==> src/drt_pkg.sv <==
package drt_pkg;

  // Capacity of the region list.
  localparam int MAX_REGIONS = 8;
  localparam int IDX_W       = (MAX_REGIONS > 1) ? $clog2(MAX_REGIONS) : 1;
  localparam int CNT_W       = $clog2(MAX_REGIONS + 1);

  localparam int COORD_W     = 12;
  localparam int IN_COORD_W  = 16;
  localparam int BOX_W       = 4 * COORD_W;
  localparam int IN_DATA_W   = 4 * IN_COORD_W;
  localparam int ACT_W       = 2;
  localparam int CFG_IDX_W   = 2;

  localparam logic [COORD_W-1:0] SCREEN_W_RST = COORD_W'(480);
  localparam logic [COORD_W-1:0] SCREEN_H_RST = COORD_W'(320);

  localparam logic [CFG_IDX_W-1:0] REG_SCREEN_W = CFG_IDX_W'(0);
  localparam logic [CFG_IDX_W-1:0] REG_SCREEN_H = CFG_IDX_W'(1);

  typedef logic [COORD_W-1:0] coord_t;

  // Packed with x in the lowest bits, as on the stream ports.
  typedef struct packed {
    coord_t h;
    coord_t w;
    coord_t y;
    coord_t x;
  } box_t;

  typedef enum logic [ACT_W-1:0] {
    ACT_ADD   = 2'd0,
    ACT_FULL  = 2'd1,
    ACT_DRAIN = 2'd2,
    ACT_CLEAR = 2'd3
  } act_t;

  typedef enum logic [3:0] {
    ST_IDLE,
    ST_CLAMP,
    ST_TEST,
    ST_MERGE,
    ST_MVWR,
    ST_RD,
    ST_FINISH,
    ST_DRAIN,
    ST_DEMPTY
  } state_t;

endpackage

==> src/drt_ram.sv <==
module drt_ram #(
  parameter int WIDTH = 48,
  parameter int DEPTH = 8,
  localparam int AW   = (DEPTH > 1) ? $clog2(DEPTH) : 1
) (
  input  logic             clk,
  input  logic             we,
  input  logic [AW-1:0]    waddr,
  input  logic [WIDTH-1:0] wdata,
  input  logic [AW-1:0]    raddr,
  output logic [WIDTH-1:0] rdata
);

  logic [WIDTH-1:0] mem [DEPTH];

  always_ff @(posedge clk) begin
    if (we) begin
      mem[waddr] <= wdata;
    end
    rdata <= mem[raddr];
  end

endmodule

==> src/dirty_rectangle_tracker_top.sv <==
// Dirty rectangle tracker. Keeps up to MAX_REGIONS screen regions in a small RAM.
// in_tready is high only while the block is idle. An add passes through the accept
// step, a clamp step, a test step for each stored region it scans, a merge step for
// each region it overlaps, a move-write and a re-read for every region removed by a
// merge (only the move-write when the removed region is the last entry) and, unless
// the clamped rectangle is empty, a final write of the result. The scan is set by
// the single read port of the region RAM.
// Mark-full and clear leave the block idle.
// A drain emits one region per cycle while out_tready stays high; a drain
// of an empty list emits a single transaction with out_tuser and out_tlast set
// and zero data. The output register lets a finished result wait while the next
// transaction is accepted.
module dirty_rectangle_tracker_top (
  input  logic                              clk,
  input  logic                              rst_n,
  input  logic                              in_tvalid,
  output logic                              in_tready,
  input  logic [drt_pkg::IN_DATA_W-1:0]     in_tdata,  // rect_x, rect_y, rect_w, rect_h
  input  logic [drt_pkg::ACT_W-1:0]         in_tuser,  // action
  output logic                              out_tvalid,
  input  logic                              out_tready,
  output logic [drt_pkg::BOX_W-1:0]         out_tdata, // region_x, region_y, region_w, region_h
  output logic                              out_tlast,
  output logic [0:0]                        out_tuser, // empty_res
  input  logic                              cfg_we,
  input  logic [drt_pkg::CFG_IDX_W-1:0]     cfg_index,
  input  logic [drt_pkg::COORD_W-1:0]       cfg_data
);

  localparam int IW = drt_pkg::IN_COORD_W;
  localparam int CW = drt_pkg::COORD_W;

  function automatic logic box_touch(drt_pkg::box_t a, drt_pkg::box_t b);
    logic tx;
    logic ty;
    tx = ({1'b0, a.x} < ({1'b0, b.x} + {1'b0, b.w})) &&
         (({1'b0, a.x} + {1'b0, a.w}) > {1'b0, b.x});
    ty = ({1'b0, a.y} < ({1'b0, b.y} + {1'b0, b.h})) &&
         (({1'b0, a.y} + {1'b0, a.h}) > {1'b0, b.y});
    return tx && ty;
  endfunction

  // Bounding box of two regions, right and bottom edges clamped to the screen.
  function automatic drt_pkg::box_t box_merge(drt_pkg::box_t a, drt_pkg::box_t b,
                                              drt_pkg::coord_t sw, drt_pkg::coord_t sh);
    logic [CW:0]     ax2;
    logic [CW:0]     bx2;
    logic [CW:0]     ay2;
    logic [CW:0]     by2;
    logic [CW:0]     x2;
    logic [CW:0]     y2;
    drt_pkg::box_t   o;
    ax2 = {1'b0, a.x} + {1'b0, a.w};
    bx2 = {1'b0, b.x} + {1'b0, b.w};
    ay2 = {1'b0, a.y} + {1'b0, a.h};
    by2 = {1'b0, b.y} + {1'b0, b.h};
    x2  = (ax2 > bx2) ? ax2 : bx2;
    y2  = (ay2 > by2) ? ay2 : by2;
    o.x = (a.x < b.x) ? a.x : b.x;
    o.y = (a.y < b.y) ? a.y : b.y;
    o.w = (x2 > {1'b0, sw}) ? (sw - o.x) : CW'(x2 - {1'b0, o.x});
    o.h = (y2 > {1'b0, sh}) ? (sh - o.y) : CW'(y2 - {1'b0, o.y});
    return o;
  endfunction

  drt_pkg::state_t                 state_r, state_nxt;
  logic [drt_pkg::CNT_W-1:0]       cnt_r, cnt_nxt;
  logic [drt_pkg::IDX_W-1:0]       idx_r, idx_nxt;
  logic [drt_pkg::IDX_W-1:0]       tgt_idx_r, tgt_idx_nxt;
  logic                            merged_r, merged_nxt;
  drt_pkg::box_t                   rect_r, rect_nxt;
  drt_pkg::box_t                   tgt_r, tgt_nxt;
  drt_pkg::box_t                   cur_r, cur_nxt;
  logic [drt_pkg::IN_DATA_W-1:0]   in_data_r, in_data_nxt;
  drt_pkg::coord_t                 sw_r, sh_r;

  logic                            out_valid_r, out_valid_nxt;
  drt_pkg::box_t                   out_box_r, out_box_nxt;
  logic                            out_last_r, out_last_nxt;
  logic                            out_empty_r, out_empty_nxt;

  logic                            ram_we;
  logic [drt_pkg::IDX_W-1:0]       ram_waddr;
  drt_pkg::box_t                   ram_wdata;
  logic [drt_pkg::IDX_W-1:0]       ram_raddr;
  drt_pkg::box_t                   ram_rdata;

  drt_ram #(
    .WIDTH (drt_pkg::BOX_W),
    .DEPTH (drt_pkg::MAX_REGIONS)
  ) u_ram (
    .clk   (clk),
    .we    (ram_we),
    .waddr (ram_waddr),
    .wdata (ram_wdata),
    .raddr (ram_raddr),
    .rdata (ram_rdata)
  );

  always_ff @(posedge clk) begin
    if (!rst_n) begin
      sw_r <= drt_pkg::SCREEN_W_RST;
      sh_r <= drt_pkg::SCREEN_H_RST;
    end else if (cfg_we) begin
      unique case (cfg_index)
        drt_pkg::REG_SCREEN_W: sw_r <= cfg_data;
        drt_pkg::REG_SCREEN_H: sh_r <= cfg_data;
        default: ;
      endcase
    end
  end

  always_ff @(posedge clk) begin
    if (!rst_n) begin
      state_r     <= drt_pkg::ST_IDLE;
      cnt_r       <= '0;
      out_valid_r <= 1'b0;
    end else begin
      state_r     <= state_nxt;
      cnt_r       <= cnt_nxt;
      out_valid_r <= out_valid_nxt;
    end
  end

  always_ff @(posedge clk) begin
    idx_r       <= idx_nxt;
    tgt_idx_r   <= tgt_idx_nxt;
    merged_r    <= merged_nxt;
    rect_r      <= rect_nxt;
    tgt_r       <= tgt_nxt;
    cur_r       <= cur_nxt;
    in_data_r   <= in_data_nxt;
    out_box_r   <= out_box_nxt;
    out_last_r  <= out_last_nxt;
    out_empty_r <= out_empty_nxt;
  end

  always_comb begin
    logic signed [IW+1:0]       cx, cy, cwi, chi, sx, sy, cw, ch, swe, she;
    logic [IW-1:0]              ix, iy, iw, ih;
    logic                       out_free;
    logic [drt_pkg::CNT_W-1:0]  idx_inc;
    logic [drt_pkg::CNT_W-1:0]  cnt_dec;
    drt_pkg::box_t              full_box;

    state_nxt     = state_r;
    cnt_nxt       = cnt_r;
    idx_nxt       = idx_r;
    tgt_idx_nxt   = tgt_idx_r;
    merged_nxt    = merged_r;
    rect_nxt      = rect_r;
    tgt_nxt       = tgt_r;
    cur_nxt       = cur_r;
    in_data_nxt   = in_data_r;
    out_box_nxt   = out_box_r;
    out_last_nxt  = out_last_r;
    out_empty_nxt = out_empty_r;
    ram_we        = 1'b0;
    ram_waddr     = idx_r;
    ram_wdata     = rect_r;
    in_tready     = 1'b0;

    out_free      = !out_valid_r || out_tready;
    out_valid_nxt = out_valid_r && !out_tready;
    idx_inc       = drt_pkg::CNT_W'(idx_r) + drt_pkg::CNT_W'(1);
    cnt_dec       = cnt_r - drt_pkg::CNT_W'(1);
    full_box      = '{x: '0, y: '0, w: sw_r, h: sh_r};

    // Input clamp: corners below zero go to zero, size kept; far edges clip to screen.
    ix  = in_data_r[IW-1:0];
    iy  = in_data_r[2*IW-1:IW];
    iw  = in_data_r[3*IW-1:2*IW];
    ih  = in_data_r[4*IW-1:3*IW];
    cx  = ix[IW-1] ? '0 : {2'b00, ix};
    cy  = iy[IW-1] ? '0 : {2'b00, iy};
    cwi = {{2{iw[IW-1]}}, iw};
    chi = {{2{ih[IW-1]}}, ih};
    swe = {{(IW+2-CW){1'b0}}, sw_r};
    she = {{(IW+2-CW){1'b0}}, sh_r};
    sx  = cx + cwi;
    sy  = cy + chi;
    cw  = (sx > swe) ? (swe - cx) : cwi;
    ch  = (sy > she) ? (she - cy) : chi;

    unique case (state_r)
      drt_pkg::ST_IDLE: begin
        in_tready = 1'b1;
        if (in_tvalid) begin
          in_data_nxt = in_tdata;
          idx_nxt     = '0;
          merged_nxt  = 1'b0;
          unique case (drt_pkg::act_t'(in_tuser))
            drt_pkg::ACT_ADD: state_nxt = drt_pkg::ST_CLAMP;
            drt_pkg::ACT_FULL: begin
              ram_we    = 1'b1;
              ram_waddr = '0;
              ram_wdata = full_box;
              cnt_nxt   = drt_pkg::CNT_W'(1);
            end
            drt_pkg::ACT_DRAIN: begin
              state_nxt = (cnt_r == '0) ? drt_pkg::ST_DEMPTY : drt_pkg::ST_DRAIN;
            end
            drt_pkg::ACT_CLEAR: cnt_nxt = '0;
            default: ;
          endcase
        end
      end

      drt_pkg::ST_CLAMP: begin
        rect_nxt = '{x: cx[CW-1:0], y: cy[CW-1:0], w: cw[CW-1:0], h: ch[CW-1:0]};
        if (cw <= 0 || ch <= 0) begin
          state_nxt = drt_pkg::ST_IDLE;
        end else if (cnt_r == '0) begin
          state_nxt = drt_pkg::ST_FINISH;
        end else begin
          state_nxt = drt_pkg::ST_TEST;
        end
      end

      // The RAM output holds entry idx_r here.
      drt_pkg::ST_TEST: begin
        cur_nxt = ram_rdata;
        if (box_touch(rect_r, ram_rdata)) begin
          state_nxt = drt_pkg::ST_MERGE;
        end else if (idx_inc < cnt_r) begin
          idx_nxt   = drt_pkg::IDX_W'(idx_inc);
          state_nxt = drt_pkg::ST_TEST;
        end else begin
          state_nxt = drt_pkg::ST_FINISH;
        end
      end

      drt_pkg::ST_MERGE: begin
        tgt_nxt = box_merge(merged_r ? tgt_r : rect_r, cur_r, sw_r, sh_r);
        if (!merged_r) begin
          merged_nxt  = 1'b1;
          tgt_idx_nxt = idx_r;
          if (idx_inc < cnt_r) begin
            idx_nxt   = drt_pkg::IDX_W'(idx_inc);
            state_nxt = drt_pkg::ST_TEST;
          end else begin
            state_nxt = drt_pkg::ST_FINISH;
          end
        end else begin
          // Fetch the last entry to fill the slot that this merge frees.
          state_nxt = drt_pkg::ST_MVWR;
        end
      end

      drt_pkg::ST_MVWR: begin
        ram_we    = 1'b1;
        ram_waddr = idx_r;
        ram_wdata = ram_rdata;
        cnt_nxt   = cnt_dec;
        state_nxt = (drt_pkg::CNT_W'(idx_r) < cnt_dec) ? drt_pkg::ST_RD
                                                       : drt_pkg::ST_FINISH;
      end

      // Re-read the slot that just received the moved entry.
      drt_pkg::ST_RD: begin
        state_nxt = drt_pkg::ST_TEST;
      end

      drt_pkg::ST_FINISH: begin
        ram_we    = 1'b1;
        state_nxt = drt_pkg::ST_IDLE;
        if (merged_r) begin
          ram_waddr = tgt_idx_r;
          ram_wdata = tgt_r;
        end else if (cnt_r < drt_pkg::CNT_W'(drt_pkg::MAX_REGIONS)) begin
          ram_waddr = drt_pkg::IDX_W'(cnt_r);
          ram_wdata = rect_r;
          cnt_nxt   = cnt_r + drt_pkg::CNT_W'(1);
        end else begin
          ram_waddr = '0;
          ram_wdata = full_box;
          cnt_nxt   = drt_pkg::CNT_W'(1);
        end
      end

      drt_pkg::ST_DRAIN: begin
        if (out_free) begin
          out_valid_nxt = 1'b1;
          out_box_nxt   = ram_rdata;
          out_empty_nxt = 1'b0;
          out_last_nxt  = (idx_inc == cnt_r);
          if (idx_inc == cnt_r) begin
            cnt_nxt   = '0;
            state_nxt = drt_pkg::ST_IDLE;
          end else begin
            idx_nxt = drt_pkg::IDX_W'(idx_inc);
          end
        end
      end

      drt_pkg::ST_DEMPTY: begin
        if (out_free) begin
          out_valid_nxt = 1'b1;
          out_box_nxt   = '0;
          out_empty_nxt = 1'b1;
          out_last_nxt  = 1'b1;
          state_nxt     = drt_pkg::ST_IDLE;
        end
      end

      default: state_nxt = drt_pkg::ST_IDLE;
    endcase

    // The merge step swaps in the last entry; everything else reads ahead at idx_nxt.
    if (state_r == drt_pkg::ST_MERGE && merged_r) begin
      ram_raddr = drt_pkg::IDX_W'(cnt_dec);
    end else begin
      ram_raddr = idx_nxt;
    end
  end

  assign out_tvalid = out_valid_r;
  assign out_tdata  = out_box_r;
  assign out_tlast  = out_last_r;
  assign out_tuser  = out_empty_r;

endmodule

==> config.mk <==
export PLATFORM = sky130hd
export DESIGN_NAME = dirty_rectangle_tracker_top
export DESIGN_NICKNAME = d
export VERILOG_FILES = /design/src/drt_pkg.sv /design/src/drt_ram.sv /design/src/dirty_rectangle_tracker_top.sv
export SDC_FILE = /design/constraint.sdc
export NUM_CORES = 1
export LEC_CHECK = 0
export ABC_AREA = 1
export BUFFER_PORTS_ARGS = -buffer_cell sky130_fd_sc_hd__buf_2
export CORE_MARGIN = 2
export CORE_UTILIZATION = 30
export CTS_CLUSTER_DIAMETER = 60
export CTS_CLUSTER_SIZE = 8
export DETAILED_ROUTE_END_ITERATION = 10
export GPL_TIMING_DRIVEN = 0
export PLACE_DENSITY = 0.46
export SYNTH_ARGS = -nofsm -noshare
export SYNTH_HDL_FRONTEND = slang
export SYNTH_SLANG_ARGS = --single-unit
==> constraint.sdc <==
create_clock -name clk -period 10.7 [get_ports clk]
set_clock_uncertainty 0.05 [all_clocks]
set_input_delay 0 -clock clk [delete_from_list [all_inputs] [get_ports clk]]
set_output_delay 0 -clock clk [all_outputs]
set_load 0.03 [all_outputs]
==> metrics, run 1 <==
status finished, final reports clean; Detail Placement HPWL 113000 µm; # IOs 137; Post-CTS Setup Bufs 0; Metal-1 WL 67200 µm; fmax 103 MHz; Tot GR Track Use 20.7%; CP Max Fanout 18; Die H 375 µm; Starting Density 30.2%; internal power 8.32 mW; initial DRC count 2672; Clk pwr share 22.6%; CP endpoint kind register; CTS tree done; worst hold path class input port to register; Residual DRC 0; Clock transition at path regs 0.05 ns; Final nets 5407; average wire per standard cell 21.5 µm; vias per inst 4.88; min Tclk post-route 9.74 ns; Crit path required time 11.12 ns; gpl congestion 0.908; Yosys reg bits 730; Layout Cells excl Fill 6873; final setup violation count 0; max-cap violations 0; Post-Syn Area 41400 µm²; CTS Sinks 730; Syn Inst Count 4541; combinational group share of total power 50.0%; DRT Wirelength 148000 µm; PD cells 302 nW/µm²; vias in the first global route 32647; measured slew at the worst slew-check pin 1.36 ns; DP Worst Slack -0.543 ns; wire length on met2 67900 µm; fraction of registers with async set/reset 0%; routed wl met3 8930 µm; post-route ant nets 0; crit path launch merged_r; first-pass GRT wire length 214000 µm; CTS root buf clkbuf_16; critical path launch point type register; top routing layer used met5; headroom to the max-slew limit 8.07%; Synthesized Nets 4964; DR vias 33539; core area 137000 µm²; Synth top area share 46.9%; final setup margin 0.965 ns; worst-skew pair later-pin latency 0.72 ns; CP arrival 10.15 ns; # rows 136; mean post-synth cell area 9.11 µm²; Inst Count DP 6499; Max Slew Vio Count 0; P_sw 6.81 mW; clk buf depth 3; DRT Pass-1 Iters 6; sw frac 45.0%; sequential fraction of the synthesis area 50.9%; CP max-delay cell fa_1; post-synthesis cell type count 57; final period utilization 91.0%; EDFF count, synth 646; clock buffer count from CTS 111; Sequential Power Share 27.5%; initial antenna violation count 8; die area 141000 µm²; number of port buffers 135; ys flop type edfxtp_1; Hold Violations, Final 0; Hold Crit Start cfg_data[11]; # H-tree levels 3; remaining global-route overflow 0; Die X-Extent 375 µm; most frequent CP cell nand2_1; launching point of the worst reg2reg path merged_r; YS warnings 0; synth top area cells edfxtp_1 (47%), nand2_1 (12%), ha_1 (9.8%); Area Growth Syn to Fin 20.9%; Synth area leader edfxtp_1; RSZ-0062 raised after global routing false; Crit Path Class register to register; largest net degree at the start of global routing 34; Max stage delay on crit path 0.43 ns; layout cell share with drive strength beyond 1 8.33%; leakage 21.7 nW; Peak VDD IR 147 µV
[layout make-up]
cell class	count	area, µm²
buffer	152	724
sequential	730	21100
clock inverter	24	347
clock buffer	181	3080
multi-input combinational	3117	17600
tap	1794	2240
antenna	3	7.51
fill	13987	87100
inverter	541	2030
timing repair buffer	331	2870
[final timing paths]
check,end,cells past startpoint,slack (ns)
setup / recovery,tgt_r[46],56,0.96
hold / removal,sh_r[11],4,0.11
setup reg to reg,tgt_r[46],56,0.96
hold reg to reg,cnt_r[1],2,0.47
[synthesized netlist by cell type (all sizes together) (68+ instances only)]
cell type  number
nand2        1319
edfxtp        646
inv           540
ha            324
nand3         312
a21oi         249
o21ai         235
nor2          228
xor2           95
clkbuf         85
dfxtp          84
buf            68
[cell usage in the layout, fill, tap and decap left out, drive strengths merged, types with 54 or more instances in the layout]
cell type	count
buf	231
a21oi	249
nand3	312
clkbuf	267
nor2	228
dfxtp	84
xor2	95
edfxtp	646
dlygate4sd3	166
o21ai	235
nand2	1319
ha	324
nand3b	54
inv	543
[what timing repair did]
| item | in CTS | in global routing |
|---|---|---|
| hold buffers | 166 | 0 |
| resized for setup | 1 | 12 |
| pin swaps | 0 | 0 |
| hold endpoints to repair | 133 | 0 |
| setup endpoints to repair | 4 | 5 |
| gates cloned | 0 | 0 |
[metrics by stage]
| stage | power [mW] | hold WS, ns | area [µm²] | utilization, % | TNS (ns) |
|---|---|---|---|---|---|
| after floorplan | 9.08 | 0.0489 | 41400 | - | 0 |
| after global placement | 11.6 | 0.126 | 44300 | 32.3 | -0.621 |
| after detailed placement | 11.7 | 0.128 | 44900 | 32.7 | -1.08 |
| after CTS | 15.2 | 0.0599 | 50000 | 36.5 | 0 |
| after global routing | 16.3 | 0.111 | 50000 | 36.5 | 0 |
| final | 15.1 | 0.106 | 50000 | 36.5 | 0 |
[registers in the layout, indices dropped and copies added, names as in the netlist]
name,flops
in_data_r,64
out_tuser,1
cur_r,48
idx_r,3
cnt_r,4
out_tvalid,1
out_tlast,1
u_ram.mem,384
sh_r,12
u_ram.rdata,48
tgt_idx_r,3
rect_r,48
tgt_r,48
merged_r,1
state_r,4
out_tdata,48
sw_r,12
[per-layer routing]
metal	vias up	track usage, %
met1	16073	28.5
met5	-	0
met3	166	2.91
li1	16270	-
met4	2	5.75
met2	1028	33.7
[cell families (layout without fill, tap and decap cells)]
family / after synthesis / in the layout / share of synthesized area (%)
other cells: 0 / 3 / 0
flops: 730 / 730 / 50.9
compound gates: 643 / 643 / 8.84
buf+inv: 694 / 1229 / 6.64
simple gates: 1994 / 1994 / 20.1
fa+ha+maj: 338 / 338 / 10.5
xor+xnor: 142 / 142 / 3.01
[critical path, delay by kind of cell (launching register included)]
family	cells	cell delay [ns]
and+or+nand+nor	14	1.35
AOI/OAI and AO/OA	23	3.61
xor gates and xnor gates	1	0.15
adders and majority gates	5	1.54
buffers and inverters	13	2.37
DFF	1	0.34
[power by group through the flow]
| stage | combinational [mW] | sequential (mW) | clock [mW] |
|---|---|---|---|
| 6_report | 7.56 | 4.15 | 3.41 |
| 5_1_grt | 8.52 | 4.17 | 3.60 |
| 4_1_cts | 7.56 | 4.14 | 3.48 |
| 3_5_place_dp | 7.47 | 4.19 | 0 |
| 3_3_place_gp | 7.35 | 4.23 | 0 |
| 2_1_floorplan | 5.09 | 3.98 | 0 |
Note: power is estimated with default switching activity, not from simulation.
==> run 2: changes to the inputs <==
--- a/config.mk
+++ b/config.mk
@@ -7,13 +7,14 @@
 export LEC_CHECK = 0
 export ABC_AREA = 1
 export BUFFER_PORTS_ARGS = -buffer_cell sky130_fd_sc_hd__buf_2
-export CORE_MARGIN = 2
+export CORE_MARGIN = 8
 export CORE_UTILIZATION = 30
 export CTS_CLUSTER_DIAMETER = 60
 export CTS_CLUSTER_SIZE = 8
 export DETAILED_ROUTE_END_ITERATION = 10
 export GPL_TIMING_DRIVEN = 0
 export PLACE_DENSITY = 0.46
+export SLEW_MARGIN = 20
 export SYNTH_ARGS = -nofsm -noshare
 export SYNTH_HDL_FRONTEND = slang
 export SYNTH_SLANG_ARGS = --single-unit
==> run 2 against run 1 <==
Compared with the run above: total power down 1.0%; combinational power about the same; routed wire length up 1.4%.
==> metrics, run 2 (synthesized netlist as in run 1, its figures left out) <==
CP max-delay cell fa_1 (unchanged); headroom to the max-slew limit 16.8% (was 8.07%); average wire per standard cell 21.8 µm (was 21.5 µm); Starting Density 30.2% (unchanged); core area 137000 µm² (unchanged); hold path cells 4 (unchanged); Hold Crit Start cfg_data[9] (was cfg_data[11]); fin util 36.6% (was 36.5%); DR vias 33570 (was 33539); Clk pwr share 21.7% (was 22.6%); CTS root buf clkbuf_16 (unchanged); PD cells 299 nW/µm² (was 302 nW/µm²); Hold Violations, Final 0 (unchanged); # H-tree levels 3 (unchanged); Final nets 5413 (was 5407); Clock transition at path regs 0.06 ns (was 0.05 ns); Max Slew Vio Count 0 (unchanged); Area Growth Syn to Fin 21.2% (was 20.9%); Inst Count DP 6505 (was 6499); commonest non-fill, non-tap cells in the layout nand2_1 (1313), edfxtp_1 (646), inv_1 (532), ha_1 (324), nand3_1 (310) (unchanged); number of port buffers 135 (unchanged); Post-CTS Setup Bufs 0 (unchanged); critical path launch point type register (unchanged); Crit Path Class register to register (unchanged); final setup violation count 0 (unchanged); DRT Wirelength 150000 µm (was 148000 µm); final period utilization 91.5% (was 91.0%); initial DRC count 2609 (was 2672); combinational group share of total power 50.5% (was 50.0%); Die X-Extent 387 µm (was 375 µm); launching point of the worst reg2reg path merged_r (unchanged); vias per inst 4.88 (about the same); status finished, final reports clean (unchanged); CTS Sinks 730 (unchanged); Top reg by flops u_ram.mem (unchanged); initial antenna violation count 9 (was 8); first-pass GRT wire length 217000 µm (was 214000 µm); min Tclk post-route 9.79 ns (was 9.74 ns); Sequential Power Share 27.8% (was 27.5%); CP endpoint kind register (unchanged); largest registers u_ram.mem: 384 flops, in_data_r: 64 flops (unchanged); WHS 0.105 ns (was 0.106 ns); Detail Placement HPWL 116000 µm (was 113000 µm); die area 150000 µm² (was 141000 µm²); clk buf depth 3 (unchanged); gpl congestion 0.913 (was 0.908); DRT Pass-1 Iters 6 (unchanged); # rows 136 (unchanged); worst-skew pair later-pin latency 0.73 ns (was 0.72 ns); R2R depth 57 (was 56); P_sw 6.77 mW (was 6.81 mW); layout cell share with drive strength beyond 1 8.46% (was 8.33%); Max stage delay on crit path 0.44 ns (was 0.43 ns); # IOs 137 (unchanged); max-cap violations 0 (unchanged); CP arrival 10.22 ns (was 10.15 ns); most common cell after layout, fill and taps aside nand2_1 (unchanged); Die H 387 µm (was 375 µm); CP Max Fanout 18 (unchanged); sw frac 45.2% (was 45.0%); measured slew at the worst slew-check pin 1.25 ns (was 1.36 ns); largest net degree at the start of global routing 28 (was 34); Residual DRC 0 (unchanged); Layout Cells excl Fill 6876 (was 6873); RR Endpoint tgt_r[46] (unchanged); vias in the first global route 32858 (was 32647); remaining global-route overflow 0 (unchanged); CTS tree done (unchanged); worst hold path class input port to register (unchanged); post-route ant nets 0 (unchanged); Finished Cell Area 50200 µm² (was 50000 µm²); clock buffer count from CTS 107 (was 111); Post-Place Cell Area 45200 µm² (was 44900 µm²); internal power 8.20 mW (was 8.32 mW); r2r setup slk 0.91 ns (was 0.96 ns); RSZ-0062 raised after global routing false (unchanged); Tot GR Track Use 19.3% (was 20.7%); leakage 21.8 nW (was 21.7 nW); Peak VDD IR 145 µV (was 147 µV); Crit path required time 11.13 ns (was 11.12 ns); fmax 102 MHz (was 103 MHz); number of flip-flops in the largest register 384 (unchanged); Hold Path Sink sw_r[9] (was sh_r[11])
-- run 2: changes by cell type in the layout (fill, tap and decap cells not counted), sizes merged, moves of 2 or more --
cell	change
inv	-2
buf	+6
bufinv	-4
clkinvlp	-4
clkinv	-2
dlygate4sd3	+5
clkbuf	+5
-- run 2: area by class of cell --
cell class / count / area (µm²)
Inverter: 541 / 2030
Antenna cell: 2 / 5.00
Clock inverter: 12 / 161
Fill cell: 13955 / 87000
Multi-Input combinational cell: 3117 / 17700
Tap cell: 1794 / 2240
Buffer: 152 / 727
Sequential cell: 730 / 21100
Clock buffer: 187 / 3080
Timing Repair Buffer: 341 / 3130
-- run 2: what timing repair did --
| action | CTS | global route |
|---|---|---|
| setup endpoints to repair | 3 | 6 |
| hold endpoints to repair | 116 | 0 |
| hold buffers | 171 | 0 |
| resized for setup | 0 | 19 |
-- run 2: critical path: cells and delay by family, from the launching register on --
kind            cells  cell delay (ns)
compound gates     24             3.67
xor+xnor            1             0.14
fa+ha+maj           5             1.61
simple gates       14             1.43
flops               1             0.32
buf+inv            13             2.31
-- run 2: per-stage QoR --
stage	power (mW)	TNS (ns)	worst slack, ns
after floorplan	9.08	0	2.61
after global placement	11.6	-0.611	-0.441
after detailed placement	11.7	-0.575	-0.409
after CTS	15.0	0	0.0337
after global routing	16.1	0	0.0442
final	15.0	0	0.906
-- run 2: per-layer routing --
metal	wire, µm	global-route usage (%)	vias to the layer above	share of wire (%)
met2	68500	31.8	994	46
met5	14	0	-	0.0094
met1	67800	26.1	16051	45
met4	4810	5.74	2	3.2
li1	-	-	16276	-
met3	8390	2.88	247	5.6
-- run 2: worst max path at each step --
stage,from,to,cells past startpoint
after detailed placement,merged_r,tgt_r[46],58
after floorplan,merged_r,tgt_r[46],59
after global placement,merged_r,tgt_r[46],58
final,merged_r,tgt_r[46],57
after CTS,merged_r,tgt_r[46],58
after global routing,merged_r,tgt_r[46],56
-- run 2: power by group through the flow --
stage | logic (mW) | clock network [mW] | registers [mW]
after floorplan | 5.09 | 0 | 3.98
after global placement | 7.36 | 0 | 4.24
after detailed placement | 7.47 | 0 | 4.20
after CTS | 7.57 | 3.31 | 4.15
after global routing | 8.51 | 3.42 | 4.17
final | 7.56 | 3.26 | 4.16
